File: config.mk
export PLATFORM = sky130hd
export DESIGN_NAME = tagged_stream_mux_escaper_unit_flat
export DESIGN_NICKNAME = d
export VERILOG_FILES = /design/src/sv/tsme_pkg.sv /design/src/sv/tsme_in_if.sv /design/src/sv/tsme_out_if.sv /design/src/sv/tsme_shift_unit.sv /design/src/sv/tsme_ctrl.sv /design/src/sv/tagged_stream_mux_escaper_unit.sv /design/src/flat_wrapper.sv
export SDC_FILE = /design/constraint.sdc
export NUM_CORES = 1
export LEC_CHECK = 0
export ABC_AREA = 1
export BUFFER_PORTS_ARGS = -buffer_cell sky130_fd_sc_hd__clkbuf_2
export CORE_MARGIN = 3
export CORE_UTILIZATION = 59
export DETAILED_ROUTE_END_ITERATION = 12
export PLACE_DENSITY = 0.85
export SLEW_MARGIN = 20
export SYNTH_ARGS = -nofsm -noshare
export SYNTH_HDL_FRONTEND = slang
export SYNTH_SLANG_ARGS = --single-unit
export TNS_END_PERCENT = 30
File: constraint.sdc
create_clock -name clk -period 6.55 [get_ports clk]
set_input_delay 1.31 -clock clk [delete_from_list [all_inputs] [get_ports clk]]
set_output_delay 1.31 -clock clk [all_outputs]
set_load 0.03 [all_outputs]
File: src/sv/tsme_pkg.sv
package tsme_pkg;

  localparam int unsigned BYTE_W    = 8;
  localparam int unsigned CNT_W     = 2;
  localparam int unsigned PAY_W     = 24;
  localparam int unsigned WORD_W    = 32;
  localparam int unsigned COUNT_LSB = 24;
  localparam int unsigned CFG_IDX_W = 2;

  localparam logic [BYTE_W-1:0] ESCAPE_RST = 8'hff;
  localparam logic [BYTE_W-1:0] STUFF_RST  = 8'hff;

  // configuration register indexes
  typedef enum logic [CFG_IDX_W-1:0] {
    CFG_ESCAPE = 2'd0,
    CFG_STUFF  = 2'd1,
    CFG_OEN    = 2'd2
  } cfg_idx_t;

  // commands from the sequencer to the byte shifter
  typedef struct packed {
    logic load;
    logic shift;
  } su_ctl_t;

  // status from the byte shifter back to the sequencer
  typedef struct packed {
    logic [BYTE_W-1:0] byte_val;
    logic              is_esc;
  } su_stat_t;

endpackage

File: src/sv/tsme_in_if.sv
interface tsme_in_if import tsme_pkg::*; ();
  logic              valid;
  logic              ready;
  logic [BYTE_W-1:0] client_tag;
  logic [WORD_W-1:0] message_word;

  modport source(output valid, output client_tag, output message_word, input ready);
  modport sink(input valid, input client_tag, input message_word, output ready);
endinterface

File: src/sv/tsme_out_if.sv
interface tsme_out_if import tsme_pkg::*; ();
  logic              valid;
  logic              ready;
  logic [BYTE_W-1:0] out_byte;
  logic              last_of_run;

  modport source(output valid, output out_byte, output last_of_run, input ready);
  modport sink(input valid, input out_byte, input last_of_run, output ready);
endinterface

File: src/sv/tsme_shift_unit.sv
module tsme_shift_unit import tsme_pkg::*; (
  input  logic              clk,
  input  su_ctl_t           ctl,
  input  logic [PAY_W-1:0]  load_data,
  input  logic [BYTE_W-1:0] escape_value,
  output su_stat_t          stat
);

  logic [PAY_W-1:0] data_r;
  logic [PAY_W-1:0] data_nxt;

  // payload holding register, low byte is the next one out
  always_comb begin
    data_nxt = data_r;
    if (ctl.load) begin
      data_nxt = load_data;
    end else if (ctl.shift) begin
      data_nxt = data_r >> BYTE_W;
    end
  end

  always_ff @(posedge clk) begin
    data_r <= data_nxt;
  end

  // shared compare against the escape value
  assign stat.byte_val = data_r[BYTE_W-1:0];
  assign stat.is_esc   = (data_r[BYTE_W-1:0] == escape_value);

endmodule

File: src/sv/tsme_ctrl.sv
module tsme_ctrl import tsme_pkg::*; (
  input  logic              clk,
  input  logic              rst_n,
  // request side
  input  logic              in_valid,
  input  logic [BYTE_W-1:0] in_tag,
  input  logic [CNT_W-1:0]  in_count,
  output logic              in_ready,
  // config
  input  logic [BYTE_W-1:0] stuff_value,
  input  logic              output_enable,
  // byte shifter
  output su_ctl_t           su_ctl,
  input  su_stat_t          su_stat,
  // result side
  output logic              out_valid,
  output logic [BYTE_W-1:0] out_byte,
  output logic              out_last,
  input  logic              out_ready
);

  typedef enum logic [4:0] {
    ST_IDLE      = 5'b00001,
    ST_TAG_STUFF = 5'b00010,
    ST_TAG       = 5'b00100,
    ST_PAYLOAD   = 5'b01000,
    ST_ESC_STUFF = 5'b10000
  } state_t;

  state_t            state_r, state_nxt;
  logic [CNT_W-1:0]  cnt_r, cnt_nxt;
  logic              have_client_r, have_client_nxt;
  logic [BYTE_W-1:0] last_client_r, last_client_nxt;
  logic              out_valid_r, out_valid_nxt;
  logic [BYTE_W-1:0] out_byte_r, out_byte_nxt;
  logic              out_last_r, out_last_nxt;

  logic accept;
  logic need_tag;
  logic emit_ok;
  logic emit;

  assign in_ready = (state_r == ST_IDLE);
  assign accept   = in_valid && in_ready;
  assign need_tag = !have_client_r || (last_client_r != in_tag);
  assign emit_ok  = !out_valid_r || out_ready;

  // sequencer: one byte per cycle into the output register, while it is free or being taken
  always_comb begin
    state_nxt       = state_r;
    cnt_nxt         = cnt_r;
    have_client_nxt = have_client_r;
    last_client_nxt = last_client_r;
    out_byte_nxt    = out_byte_r;
    out_last_nxt    = out_last_r;
    emit            = 1'b0;
    su_ctl          = '0;

    unique case (state_r)
      ST_IDLE: begin
        if (accept) begin
          su_ctl.load     = 1'b1;
          cnt_nxt         = in_count;
          have_client_nxt = 1'b1;
          last_client_nxt = in_tag;
          if (output_enable) begin
            if (need_tag) begin
              state_nxt = ST_TAG_STUFF;
            end else if (in_count != '0) begin
              state_nxt = ST_PAYLOAD;
            end
          end
        end
      end
      ST_TAG_STUFF: begin
        if (emit_ok) begin
          emit         = 1'b1;
          out_byte_nxt = stuff_value;
          out_last_nxt = 1'b0;
          state_nxt    = ST_TAG;
        end
      end
      ST_TAG: begin
        if (emit_ok) begin
          emit         = 1'b1;
          out_byte_nxt = last_client_r;
          out_last_nxt = (cnt_r == '0);
          state_nxt    = (cnt_r == '0) ? ST_IDLE : ST_PAYLOAD;
        end
      end
      ST_PAYLOAD: begin
        if (emit_ok) begin
          emit         = 1'b1;
          su_ctl.shift = 1'b1;
          out_byte_nxt = su_stat.byte_val;
          cnt_nxt      = cnt_r - 1'b1;
          if (su_stat.is_esc) begin
            out_last_nxt = 1'b0;
            state_nxt    = ST_ESC_STUFF;
          end else begin
            out_last_nxt = (cnt_r == CNT_W'(1));
            state_nxt    = (cnt_r == CNT_W'(1)) ? ST_IDLE : ST_PAYLOAD;
          end
        end
      end
      ST_ESC_STUFF: begin
        if (emit_ok) begin
          emit         = 1'b1;
          out_byte_nxt = stuff_value;
          out_last_nxt = (cnt_r == '0);
          state_nxt    = (cnt_r == '0) ? ST_IDLE : ST_PAYLOAD;
        end
      end
      default: begin
        state_nxt = ST_IDLE;
      end
    endcase
  end

  // output register valid: drops when taken, set on a new byte
  always_comb begin
    out_valid_nxt = out_valid_r && !out_ready;
    if (emit) begin
      out_valid_nxt = 1'b1;
    end
  end

  always_ff @(posedge clk) begin
    if (!rst_n) begin
      state_r       <= ST_IDLE;
      have_client_r <= 1'b0;
      last_client_r <= '0;
      out_valid_r   <= 1'b0;
    end else begin
      state_r       <= state_nxt;
      have_client_r <= have_client_nxt;
      last_client_r <= last_client_nxt;
      out_valid_r   <= out_valid_nxt;
    end
  end

  always_ff @(posedge clk) begin
    cnt_r      <= cnt_nxt;
    out_byte_r <= out_byte_nxt;
    out_last_r <= out_last_nxt;
  end

  assign out_valid = out_valid_r;
  assign out_byte  = out_byte_r;
  assign out_last  = out_last_r;

`ifndef SYNTH
  // tag and escape stuff states are entered only right after a byte was loaded
  a_busy_holds_byte: assert property (@(posedge clk) disable iff (!rst_n)
    (state_r == ST_TAG || state_r == ST_ESC_STUFF) |-> out_valid_r)
    else $error("tag/stuff state without a pending byte");

  // payload state always has bytes left
  a_payload_cnt: assert property (@(posedge clk) disable iff (!rst_n)
    (state_r == ST_PAYLOAD) |-> (cnt_r != '0))
    else $error("payload state with zero count");

  // client tracking follows every accepted request
  a_client_track: assert property (@(posedge clk) disable iff (!rst_n)
    accept |=> (have_client_r && last_client_r == $past(in_tag)))
    else $error("last client not updated");

  // disabled output produces no work
  a_oen_drop: assert property (@(posedge clk) disable iff (!rst_n)
    (accept && !output_enable) |=> (state_r == ST_IDLE))
    else $error("bytes scheduled while output disabled");
`endif

endmodule

File: src/sv/tagged_stream_mux_escaper_unit.sv
// Channel | Dir | Payload                              | Handshake
// in_if   | in  | client_tag[7:0], message_word[31:0]  | valid/ready
// out_if  | out | out_byte[7:0], last_of_run           | valid/ready
// cfg_*   | in  | cfg_idx[1:0], cfg_wdata[7:0]         | cfg_we, no stall
//
// One request is accepted and then emits 0..8 bytes; the next request waits until
// the sequencer is back in idle, so the byte sequencer is the limit.
// A byte waiting in the output register does not block acceptance of the next
// request; a stalled result side holds the sequencer. Reset (rst_n low,
// synchronous) clears the client state and restores register defaults.
module tagged_stream_mux_escaper_unit import tsme_pkg::*; (
  input  logic                 clk,
  input  logic                 rst_n,
  tsme_in_if.sink              in_if,
  tsme_out_if.source           out_if,
  input  logic                 cfg_we,
  input  logic [CFG_IDX_W-1:0] cfg_idx,
  input  logic [BYTE_W-1:0]    cfg_wdata
);

  logic [BYTE_W-1:0] escape_value_r;
  logic [BYTE_W-1:0] stuff_value_r;
  logic              output_enable_r;

  su_ctl_t  su_ctl;
  su_stat_t su_stat;

  // configuration registers
  always_ff @(posedge clk) begin
    if (!rst_n) begin
      escape_value_r  <= ESCAPE_RST;
      stuff_value_r   <= STUFF_RST;
      output_enable_r <= 1'b1;
    end else if (cfg_we) begin
      unique case (cfg_idx)
        CFG_ESCAPE: escape_value_r  <= cfg_wdata;
        CFG_STUFF:  stuff_value_r   <= cfg_wdata;
        CFG_OEN:    output_enable_r <= cfg_wdata[0];
        default: begin
        end
      endcase
    end
  end

  // sequencer with client tracking and output register
  tsme_ctrl u_ctrl (
    .clk           (clk),
    .rst_n         (rst_n),
    .in_valid      (in_if.valid),
    .in_tag        (in_if.client_tag),
    .in_count      (in_if.message_word[COUNT_LSB +: CNT_W]),
    .in_ready      (in_if.ready),
    .stuff_value   (stuff_value_r),
    .output_enable (output_enable_r),
    .su_ctl        (su_ctl),
    .su_stat       (su_stat),
    .out_valid     (out_if.valid),
    .out_byte      (out_if.out_byte),
    .out_last      (out_if.last_of_run),
    .out_ready     (out_if.ready)
  );

  // payload shifter and escape compare
  tsme_shift_unit u_shift (
    .clk          (clk),
    .ctl          (su_ctl),
    .load_data    (in_if.message_word[PAY_W-1:0]),
    .escape_value (escape_value_r),
    .stat         (su_stat)
  );

endmodule
File: src/flat_wrapper.sv
// flat-port wrapper written by rule: the top's interface ports become plain ports
module tagged_stream_mux_escaper_unit_flat import tsme_pkg::*;
  (clk, rst_n, cfg_we, cfg_idx, cfg_wdata, in_if_valid, in_if_client_tag, in_if_message_word, in_if_ready, out_if_valid, out_if_out_byte, out_if_last_of_run, out_if_ready);
  tsme_in_if in_if_i ();
  tsme_out_if out_if_i ();
  input  logic clk;
  input  logic rst_n;
  input  logic cfg_we;
  input  logic [CFG_IDX_W-1:0] cfg_idx;
  input  logic [BYTE_W-1:0] cfg_wdata;
  input wire logic [$bits(in_if_i.valid)-1:0] in_if_valid;
  input wire logic [$bits(in_if_i.client_tag)-1:0] in_if_client_tag;
  input wire logic [$bits(in_if_i.message_word)-1:0] in_if_message_word;
  output wire logic [$bits(in_if_i.ready)-1:0] in_if_ready;
  output wire logic [$bits(out_if_i.valid)-1:0] out_if_valid;
  output wire logic [$bits(out_if_i.out_byte)-1:0] out_if_out_byte;
  output wire logic [$bits(out_if_i.last_of_run)-1:0] out_if_last_of_run;
  input wire logic [$bits(out_if_i.ready)-1:0] out_if_ready;
  assign in_if_i.valid = in_if_valid;
  assign in_if_i.client_tag = in_if_client_tag;
  assign in_if_i.message_word = in_if_message_word;
  assign in_if_ready = in_if_i.ready;
  assign out_if_valid = out_if_i.valid;
  assign out_if_out_byte = out_if_i.out_byte;
  assign out_if_last_of_run = out_if_i.last_of_run;
  assign out_if_i.ready = out_if_ready;
  tagged_stream_mux_escaper_unit u_core (.clk(clk), .rst_n(rst_n), .in_if(in_if_i), .out_if(out_if_i), .cfg_we(cfg_we), .cfg_idx(cfg_idx), .cfg_wdata(cfg_wdata));
endmodule
======== Word-level counts from Yosys, hierarchy flattened ========
Index checks and enable logic that the tools add are counted.
storage, ports and cells
  bits in registers ....................... 67
  input bits .............................. 55
  output and inout port bits .............. 11
  logic and storage cells ................. 86
cells by class
  $add $sub $neg .......................... 1
  eq/ne operators ......................... 18
  multiplexer cells ....................... 31
  reduce and logical (&&, ||, !) cells .... 25
operators by type and width
  operator                                                                 count
  24-bit two-way mux                                                       2
  5-bit two-way mux                                                        8
  8-bit two-way mux                                                        3
  8-bit case mux with 3 select lines                                       1
  5-bit case mux with 4 select lines                                       1
  1-bit two-way mux                                                        10
  8-bit == test                                                            1
  4-bit two-way mux                                                        2
  2-bit by 1-bit inequality test with 1-bit output, second input constant  4
  8-bit inequality test                                                    1
  2-bit AND reduction                                                      4
  4-bit AND reduction                                                      2
  2-bit inequality test, second input constant                             3
  6-bit AND reduction                                                      1
  2-bit nonzero test                                                       3
  3-bit nonzero test                                                       2
  5-bit by 1-bit == test with 1-bit output, second input constant          1
  5-bit by 2-bit == test with 1-bit output, second input constant          1
  5-bit by 3-bit == test with 1-bit output, second input constant          1
  5-bit by 4-bit == test with 1-bit output, second input constant          1
  5-bit == test, second input constant                                     1
  2-bit by 1-bit == test with 1-bit output, second input constant          2
  2-bit zero test                                                          2
  2-bit two-way mux                                                        2
  11 further kinds                                                         16

======== Logic depth before layout (Yosys ltp) ========
Gate-level depths: netlist of run 1.
  word-level depth ........................ 6
  depth in mapped cells ................... 11
  gate-level depth less buffers ........... 11

======== By module ========
From an unflattened synthesis of run 1, not the netlist that was laid out.
unflattened totals
  cells, all modules ...................... 424
  area total of the unflattened synthesis .. 3479.6 µm²
by module, submodules not included
  module                          instances  cells each  area an instance (µm²)  seq. area each (µm²)
  tsme_ctrl                       1          199         1544.0                  630.6
  tsme_shift_unit                 1          146         1266.2                  720.7
  tagged_stream_mux_escaper_unit  1          79          669.4                   340.3

======== Least setup slack after synthesis of run 1 ========
Ideal clock, no wire load.
  kind .................................... input-to-reg
  start point ............................. input port out_if_ready
  end point ............................... register u_core.u_shift.data_r[0], enable pin
  library setup time ...................... 0.438 ns
  arrival ................................. 3.140 ns
  required time ........................... 6.112 ns
  slack ................................... 2.971 ns
  stages .................................. 2
  buffers on the path ..................... 0
  path through ............................ nor2_1 > o21ai_0
between the ends
  word-level cells in the longest chain between the ends .. 4
ends and longest elaborated chain
  what                                 line                   text
  start, declared                      flat_wrapper.sv:18     input wire logic [$bits(out_if_i.ready)-1:0] out_if_ready;
  1-bit logical OR                     tsme_ctrl.sv:46        assign emit_ok = !out_valid_r || out_ready;
  1-bit two-way mux                    tsme_ctrl.sv:92        if (emit_ok) begin
  1-bit two-way mux                    tsme_ctrl.sv:59        unique case (state_r)
  2-bit nonzero test (no source line)  --
  end signal, assigned                 tsme_shift_unit.sv:23  data_r <= data_nxt;
  end, declared                        tsme_shift_unit.sv:9   logic [PAY_W-1:0] data_r;
Every way passes these cells.
A chain may end at the register's enable or synchronous reset.

======== Worst setup path after layout of run 1 ========
  start point ............................. register u_core.u_ctrl.state_r[0]
  end point ............................... output port in_if_ready
between the ends
  word-level cells in the longest chain between the ends .. 1
ends and longest elaborated chain
  what                                      line                text
  start, declared                           tsme_ctrl.sv:30     state_t state_r, state_nxt;
  start signal, assigned                    tsme_ctrl.sv:135    state_r <= state_nxt;
  5-bit by 1-bit == test with 1-bit output  tsme_ctrl.sv:43     assign in_ready = (state_r == ST_IDLE);
  end, declared                             flat_wrapper.sv:14  output wire logic [$bits(in_if_i.ready)-1:0] in_if_ready;
Every way passes these cells.

==> metrics, run 1 <==
Pins Over Slew Limit=0; Worst Setup SP=u_core.u_ctrl.state_r[0]; critical path arrival=1.43 ns; total number of vias=2497; Worst Tran Pin Value=0.915 ns; CTS resizes=0; CTS tree=yes; drt total wl=6660 um; starting density of the core=0.615; synthesis-to-layout area growth=16.2%; cell row count=26; vias in the first global route=2462; total die area=6310 um^2; Hold/Removal Path Class=reg2reg; largest net degree at the start of global routing=44; fin crit share=0.419; synth top area cells=edfxtp_1, dfxtp_1, nand2_1; Synth Flop Type=edfxtp_1; Post-Syn Area=3180 um^2; RSZ-0062 raised after global routing=no; # setup viols final=0; Ports=66; cell count after placement=457; Netlist cell types=29; hold slack=0.465 ns; Mean Syn Cell Area=9.49 um^2; Worst R2R End=u_core.u_ctrl.out_byte[3]; CP Cell Sequence=inv_1 -> nor2_1 -> nand2_1 -> nor2_4 -> clkbuf_2; initial DRC count=174; WS Path Type=reg2out; simple-gate share of the synthesized area=0.203; share of cells above drive strength 1=0.256; syn_nets=392; CP Launch Type=register; Max Freq=365 MHz; area occupied by multi-input gates=1260 um^2; Synth Area in Compound Gates=0.0850; slowest library cell on the worst path=dfxtp_1; clock sink total=67; clk slew on worst S/H paths=0.07 ns; r2r setup slk=4.28 ns; final hold violation count=0; sequential area share after synthesis=0.532; mux contribution to synthesized area=0.0708; crit path capture type=output port; XOR/XNOR Fraction of Synth Area=0.0275; CTS Buf Count=9; post-route ant nets=0; post-route insts no fill=473; Worst slew margin=0.390; Post-Syn Instances=335; estimated wirelength of the detail-placed design=4850 um; status=completed; final setup TNS=0 ns; WP buf/inv=2; Buffers on Ports=59; First-pass DRT Iterations=4; hold_buf cts=0; fin crit period=2.74 ns; DRC Markers=0; Synth async-reset ratio=0; die height=79.4 um; number of enable flip-flop cells after synthesis=35; gr usage total=0.231; Clock Tree Buf Depth=2; DR vias/cell=5.28; most frequent cell after synthesis=nand2_1; post-synthesis adder-cell area fraction=0.00787; Yosys warnings=0; CP peak stage delay=0.35 ns; gpl congestion=0.893; PwrDens=438 nW/um^2; Sequential cell area=1690 um^2; Nets=455; H-tree levels=3; per-cell routed wire length=14.1 um; post-synth top area cell=edfxtp_1; antenna violations before repair=0; global-route wire length before repair=11100 um; Clock Latency Late Sink=0.34 ns; critical path depth=5; Max Cap Violations=0; largest family of logic cells by synthesized area=simple AND/OR/NAND/NOR gates; most frequent cells after synthesis=nand2_1, inv_1, edfxtp_1; WP data required=5.24 ns; Leak=1.75 nW; worst vdd ir=0.278 mV; Max Fanout on Critical Path=6; root buffer cell=clkbuf_8; Setup Skew=0.0131 ns; R2R Path Start=u_core.u_ctrl.state_r[1]; Setup Buffers After CTS=0; Core Area=5170 um^2; ANT cells=0; Layout fillers=385; grt total ovfl=0; FF-to-FF path depth=5; Die W=79.4 um; Yosys top cell area share=0.330; critical path endpoint=in_if_ready; #FFs+latches synth=67; family with the most delay on the worst path=simple AND/OR/NAND/NOR gates
[cells by family (layout without fill, tap and decap cells)]
group                    after synthesis  in the layout
AND/OR/NAND/NOR                      138            138
flip-flops                            67             67
buffers and inverters                 53            121
AO/OA/AOI/OAI                         49             49
multiplexers                          16             16
XOR/XNOR                              10             10
adder cells (fa/ha/maj)                2              2
[cell usage in the layout (no fill, tap or decap), drive strengths merged]
| master | instances |
|---|---|
| xor2 | 2 |
| xnor2 | 8 |
| clkbuf | 70 |
| nand4 | 4 |
| nor2 | 29 |
| dfxtp | 32 |
| buf | 1 |
| clkinvlp | 1 |
| o211ai | 2 |
| ha | 2 |
| a22oi | 8 |
| bufinv | 1 |
| nor3 | 2 |
| mux2 | 16 |
| o21ai | 23 |
| a21oi | 16 |
| nand2 | 75 |
| clkinv | 5 |
| inv | 43 |
| nand3 | 28 |
| edfxtp | 35 |
[per-stage QoR]
step	total power, W	worst slack [ns]	area (um^2)	util
2_1_floorplan	0.00116	2.97	3180	-
3_3_place_gp	0.00126	3.99	3510	0.679
3_5_place_dp	0.00129	3.95	3510	0.679
4_1_cts	0.00162	3.80	3700	0.715
5_1_grt	0.00172	3.64	3700	0.715
6_report	0.00162	3.81	3700	0.715
[layer usage]
layer	wire length (um)	GRT usage	up-vias
met2	3330	0.375	82
met5	0	0	-
li1	-	-	1239
met3	469	0.0756	12
met4	107	0.0790	0
met1	2750	0.289	1164
[state kept, by name (all words and copies together) (netlist names)]
name                         count
u_core.escape_value_r            8
u_core.output_enable_r           1
u_core.stuff_value_r             8
u_core.u_ctrl.cnt_r              2
u_core.u_ctrl.have_client_r      1
u_core.u_ctrl.last_client_r      8
u_core.u_ctrl.out_byte           8
u_core.u_ctrl.out_last           1
u_core.u_ctrl.out_valid          1
u_core.u_ctrl.state_r            5
u_core.u_shift.data_r           24
[worst min-delay path: cells and delay by family (launching register included)]
family | cells | cell delay [ns]
simple gates | 2 | 0.10
flops | 1 | 0.33
[report_power, final]
part	leakage (nW)	internal [W]	total, W	switching [W]
clock	0.0909	0.000175	0.000328	0.000153
combinational	1.06	0.000229	0.000589	0.000360
sequential	0.594	0.000631	0.000700	0.0000692
total	1.75	0.00103	0.00162	0.000582
[worst min-delay path by stage]
| stage | end | slack (ns) | cells after the start | startpoint |
|---|---|---|---|---|
| 6_report | u_core.stuff_value_r[1] | 0.46 | 2 | u_core.stuff_value_r[1] |
| 5_1_grt | u_core.stuff_value_r[6] | 0.49 | 2 | u_core.stuff_value_r[6] |
| 4_1_cts | u_core.stuff_value_r[1] | 0.47 | 2 | u_core.stuff_value_r[1] |
| 3_5_place_dp | u_core.stuff_value_r[6] | 0.45 | 2 | u_core.stuff_value_r[6] |
| 3_3_place_gp | u_core.stuff_value_r[4] | 0.44 | 2 | u_core.stuff_value_r[4] |
| 2_1_floorplan | u_core.stuff_value_r[1] | 0.43 | 2 | u_core.stuff_value_r[1] |
[area by class of cell]
class / instances / share of cell area
clock buffers: 11 / 0.0355
repair buffers: 60 / 0.0819
well taps: 70 / 0.0237
inverters: 45 / 0.0457
flip-flops and latches: 67 / 0.458
clock inverters: 5 / 0.0149
multi-input cells: 215 / 0.341
(Power assumes the default switching activity.)
==> run 2: changes to the inputs <==
- CORE_UTILIZATION: 59 -> 54
- PLACE_DENSITY: 0.85 -> 0.79
- clock period: 6.55 -> 2.7 ns (I/O delays scaled with it)
==> metrics, run 2 (same netlist as run 1, synthesis figures left out) <==
Clock Latency Late Sink=0.34 ns; vias in the first global route=2283; DRC Markers=0; cell row count=27; Setup Buffers After CTS=0; Max Cap Violations=0; grt total ovfl=0; share of cells above drive strength 1=0.264; clk slew on worst S/H paths=0.07 ns; gpl congestion=0.914; crit path capture type=output port; fin crit share=0.727; H-tree levels=3; Worst Setup SP=u_core.u_ctrl.state_r[0]; starting density of the core=0.567; Max Freq=509 MHz; die height=82.7 um; Largest register FFs=24; Die W=82.7 um; ANT cells=0; final hold violation count=0; post-route ant nets=0; status=completed; Net Sw Frac=0.349; clock share of power=0.224; estimated wirelength of the detail-placed design=4560 um; # setup viols final=0; Pins Over Slew Limit=0; antenna violations before repair=0; total die area=6850 um^2; Buffers on Ports=59; RSZ-0062 raised after global routing=no; final setup TNS=0 ns; worst vdd ir=0.813 mV; Worst Tran Pin Value=0.584 ns; per-cell routed wire length=13.0 um; DR vias/cell=5.06; commonest non-fill, non-tap cell in the layout=nand2_1; drt total wl=6220 um; WS Path Type=reg2out; synthesis-to-layout area growth=17.7%; P_int=0.00261 W; gr usage total=0.204; Core Area=5610 um^2; PwrDens=1070 nW/um^2; total power=0.00402 W; commonest non-fill, non-tap cells in the layout=nand2_1, clkbuf_2, inv_1, edfxtp_1, dfxtp_1; First-pass DRT Iterations=4; WP data required=2.16 ns; root buffer cell=clkbuf_8; Gate power share=0.355; Hold/Removal Path Class=in2reg; HP Start=cfg_wdata[3]; Max Fanout on Critical Path=6; Worst slew margin=0.611; CTS tree=yes; sequential share of power=0.420; Nets=457; CP Launch Type=register; global-route wire length before repair=10400 um; Leak=1.77 nW; fin crit period=1.96 ns; Clock Tree Buf Depth=2; total number of vias=2414; sw power=0.00140 W; initial DRC count=140; critical path arrival=1.42 ns; CTS resizes=0; largest net degree at the start of global routing=31; clock sink total=67; hold_buf cts=0; R2R Path Start=u_core.u_ctrl.state_r[0]; Ports=66; Setup Skew=0.00591 ns; CTS Buf Count=9; Largest Register=u_core.u_shift.data_r
run 2: power groups by stage:
stage          Clock, W  Sequential (W)  Combinational, W
2_1_floorplan         0         0.00176           0.00105
3_3_place_gp          0         0.00169           0.00139
3_5_place_dp          0         0.00171           0.00143
4_1_cts        0.000918         0.00169           0.00143
5_1_grt        0.000956         0.00173           0.00160
6_report       0.000902         0.00169           0.00143
run 2: layer usage:
layer	up-vias	routed length [um]	GRT usage
li1	1242	-	-
met5	-	0	0
met3	17	382	0.0499
met2	70	2970	0.335
met1	1085	2680	0.249
met4	0	190	0.105
run 2: area by class of cell:
| class | instances | area, um^2 |
|---|---|---|
| Inverter | 45 | 169 |
| Clock inverter | 7 | 92.6 |
| Timing Repair Buffer | 62 | 318 |
| Clock buffer | 9 | 124 |
| Fill cell | 451 | 1860 |
| Sequential cell | 67 | 1690 |
| Multi-Input combinational cell | 215 | 1260 |
| Tap cell | 72 | 90.1 |
run 2: worst paths after layout:
check / to / slack (ns) / cells past startpoint
worst max register to register: u_core.u_shift.data_r[7] / 0.76 / 7
worst min-delay path: u_core.escape_value_r[3] / 0.43 / 3
worst max-delay path: in_if_ready / 0.74 / 5
worst min register to register: u_core.stuff_value_r[2] / 0.47 / 2
run 2: critical path, cell delays in order (launching register included):
cell and delay, ns:
dfxtp_1 0.36, inv_1 0.07, nor2_1 0.13, nand2_1 0.11, nor2_4 0.18, clkbuf_2 0.24
run 2: through the flow:
step	instance area (um^2)	worst slack (ns)	std cells	hold WS, ns	utilization
after floorplan	3180	0.246	335	0.430	-
after global placement	3530	0.825	461	0.443	0.629
after detailed placement	3530	0.790	461	0.449	0.629
after CTS	3740	0.750	477	0.416	0.668
after global routing	3740	0.641	477	0.431	0.668
final	3740	0.737	477	0.431	0.668
==> run 3: changes to the inputs <==
- CORE_UTILIZATION: 54 -> 49
- PLACE_DENSITY: 0.79 -> 0.75
- clock period: 2.7 -> 1.7 ns (I/O delays scaled with it)
==> metrics, run 3 (same netlist as run 1, synthesis figures left out) <==
Pins Over Slew Limit=0; WS Path Type=reg2reg; Design Area, Final=3980 um^2; Hold Crit Depth=3; CTS Buf Count=9; WP data required=1.78 ns; root buffer cell=clkbuf_8; met2 Track Usage GR=0.309; Hold/Removal Path Class=in2reg; Leak=1.86 nW; DRC Markers=0; hold_buf cts=0; critical path arrival=1.70 ns; per-cell routed wire length=13.4 um; Die W=86.6 um; DR vias/cell=4.97; CTS tree=yes; Max Cap Violations=0; worst vdd ir=1.53 mV; Place WS=0.0242 ns; Worst Setup SP=u_core.u_ctrl.state_r[3]; Worst R2R End=u_core.u_shift.data_r[2]; fin crit share=0.954; Largest register FFs=24; ANT cells=0; initial DRC count=112; slowest library cell on the worst path=dfxtp_2; Setup Skew=0.00840 ns; Nets=472; CP peak stage delay=0.36 ns; Max Freq=617 MHz; PwrDens=1770 nW/um^2; post-route ant nets=0; Core Area=6100 um^2; most used cell, CP=nor2_4; critical path endpoint=u_core.u_shift.data_r[2]; CP Cell Sequence=nor2_4 -> nand2_2 -> nor2_4 -> buf_6 -> nand2_8 -> buf_12 -> mux2_4; share of cells above drive strength 1=0.326; total number of vias=2460; starting density of the core=0.522; antenna violations before repair=0; synthesis-to-layout area growth=25.1%; Clock Tree Buf Depth=2; Worst slew margin=0.704; CP Launch Type=register; clk slew on worst S/H paths=0.07 ns; # setup viols final=0; status=completed; Clock Latency Late Sink=0.34 ns; H-tree levels=3; r2r setup slk=0.08 ns; grt total ovfl=0; GRT busiest layer=met2; Max Fanout on Critical Path=17; Buffers on Ports=59; met1 Resource Use GR=0.241; First-pass DRT Iterations=4; largest net degree at the start of global routing=25; RSZ-0062 raised after global routing=yes; R2R Path Start=u_core.u_ctrl.state_r[3]; Largest Register=u_core.u_shift.data_r; Worst Tran Pin Value=0.444 ns; clock sink total=67; drt total wl=6610 um; commonest non-fill, non-tap cell in the layout=nand2_1; final hold violation count=0; FF-to-FF path depth=7; vias in the first global route=2323; gr usage total=0.188; die height=86.6 um; global-route wire length before repair=10800 um; total die area=7490 um^2; commonest non-fill, non-tap cells in the layout=nand2_1, clkbuf_2, inv_1, edfxtp_1; crit path capture type=register; placed inst area=3660 um^2; min setup slack post-route=0.0789 ns; estimated wirelength of the detail-placed design=4860 um; cell row count=28; GR Layer Usage met3=0.0513; gpl congestion=0.872; fin crit period=1.62 ns; Ports=66
## run 3: layout make-up
cell class / instances / area, um^2
Tap cell: 75 / 93.8
Inverter: 45 / 173
Timing Repair Buffer: 77 / 485
Fill cell: 493 / 2120
Multi-Input combinational cell: 215 / 1320
Clock buffer: 11 / 131
Clock inverter: 5 / 77.6
Sequential cell: 67 / 1700
## run 3: repair_timing
action,CTS,global route
setup endpoints to repair,1,21
buffers inserted,0,4
hold endpoints to repair,0,0
gates resized for setup,3,24
pin swaps,1,7
## run 3: layer usage
metal	part of all wire	vias up
met4	0.013	0
met3	0.069	9
met5	0	-
met1	0.44	1107
li1	-	1273
met2	0.48	71
## run 3: worst min path at each step
stage	startpoint	to	slack, ns
CTS	cfg_wdata[4]	u_core.stuff_value_r[4]	0.22
global route	cfg_wdata[2]	u_core.stuff_value_r[2]	0.23
global placement	u_core.stuff_value_r[6]	u_core.stuff_value_r[6]	0.44
floorplan	u_core.stuff_value_r[1]	u_core.stuff_value_r[1]	0.43
detailed placement	u_core.stuff_value_r[6]	u_core.stuff_value_r[6]	0.45
finish	cfg_wdata[4]	u_core.stuff_value_r[4]	0.23
## run 3: report_power, final
| group | total [W] | internal [W] | switching [W] |
|---|---|---|---|
| clock | 0.00140 | 0.000822 | 0.000577 |
| sequential | 0.00270 | 0.00243 | 0.000269 |
| combinational | 0.00294 | 0.00138 | 0.00156 |
## run 3: worst max-delay path, delay by kind of cell, from the launching register on
kind,cells,cell delay [ns]
buffers and inverters,2,0.29
flip-flops,1,0.36
multiplexers,1,0.30
AND/OR/NAND/NOR,4,0.41
## run 3: through the flow
stage	TNS, ns	util	instances	hold WS, ns	total power, W
after detailed placement	0	0.600	475	0.445	0.00525
after floorplan	-2.87	-	335	0.430	0.00454
final	0	0.653	495	0.234	0.00704
after CTS	0	0.637	491	0.223	0.00672
after global placement	0	0.600	475	0.444	0.00517
after global routing	-0.166	0.653	495	0.229	0.00746
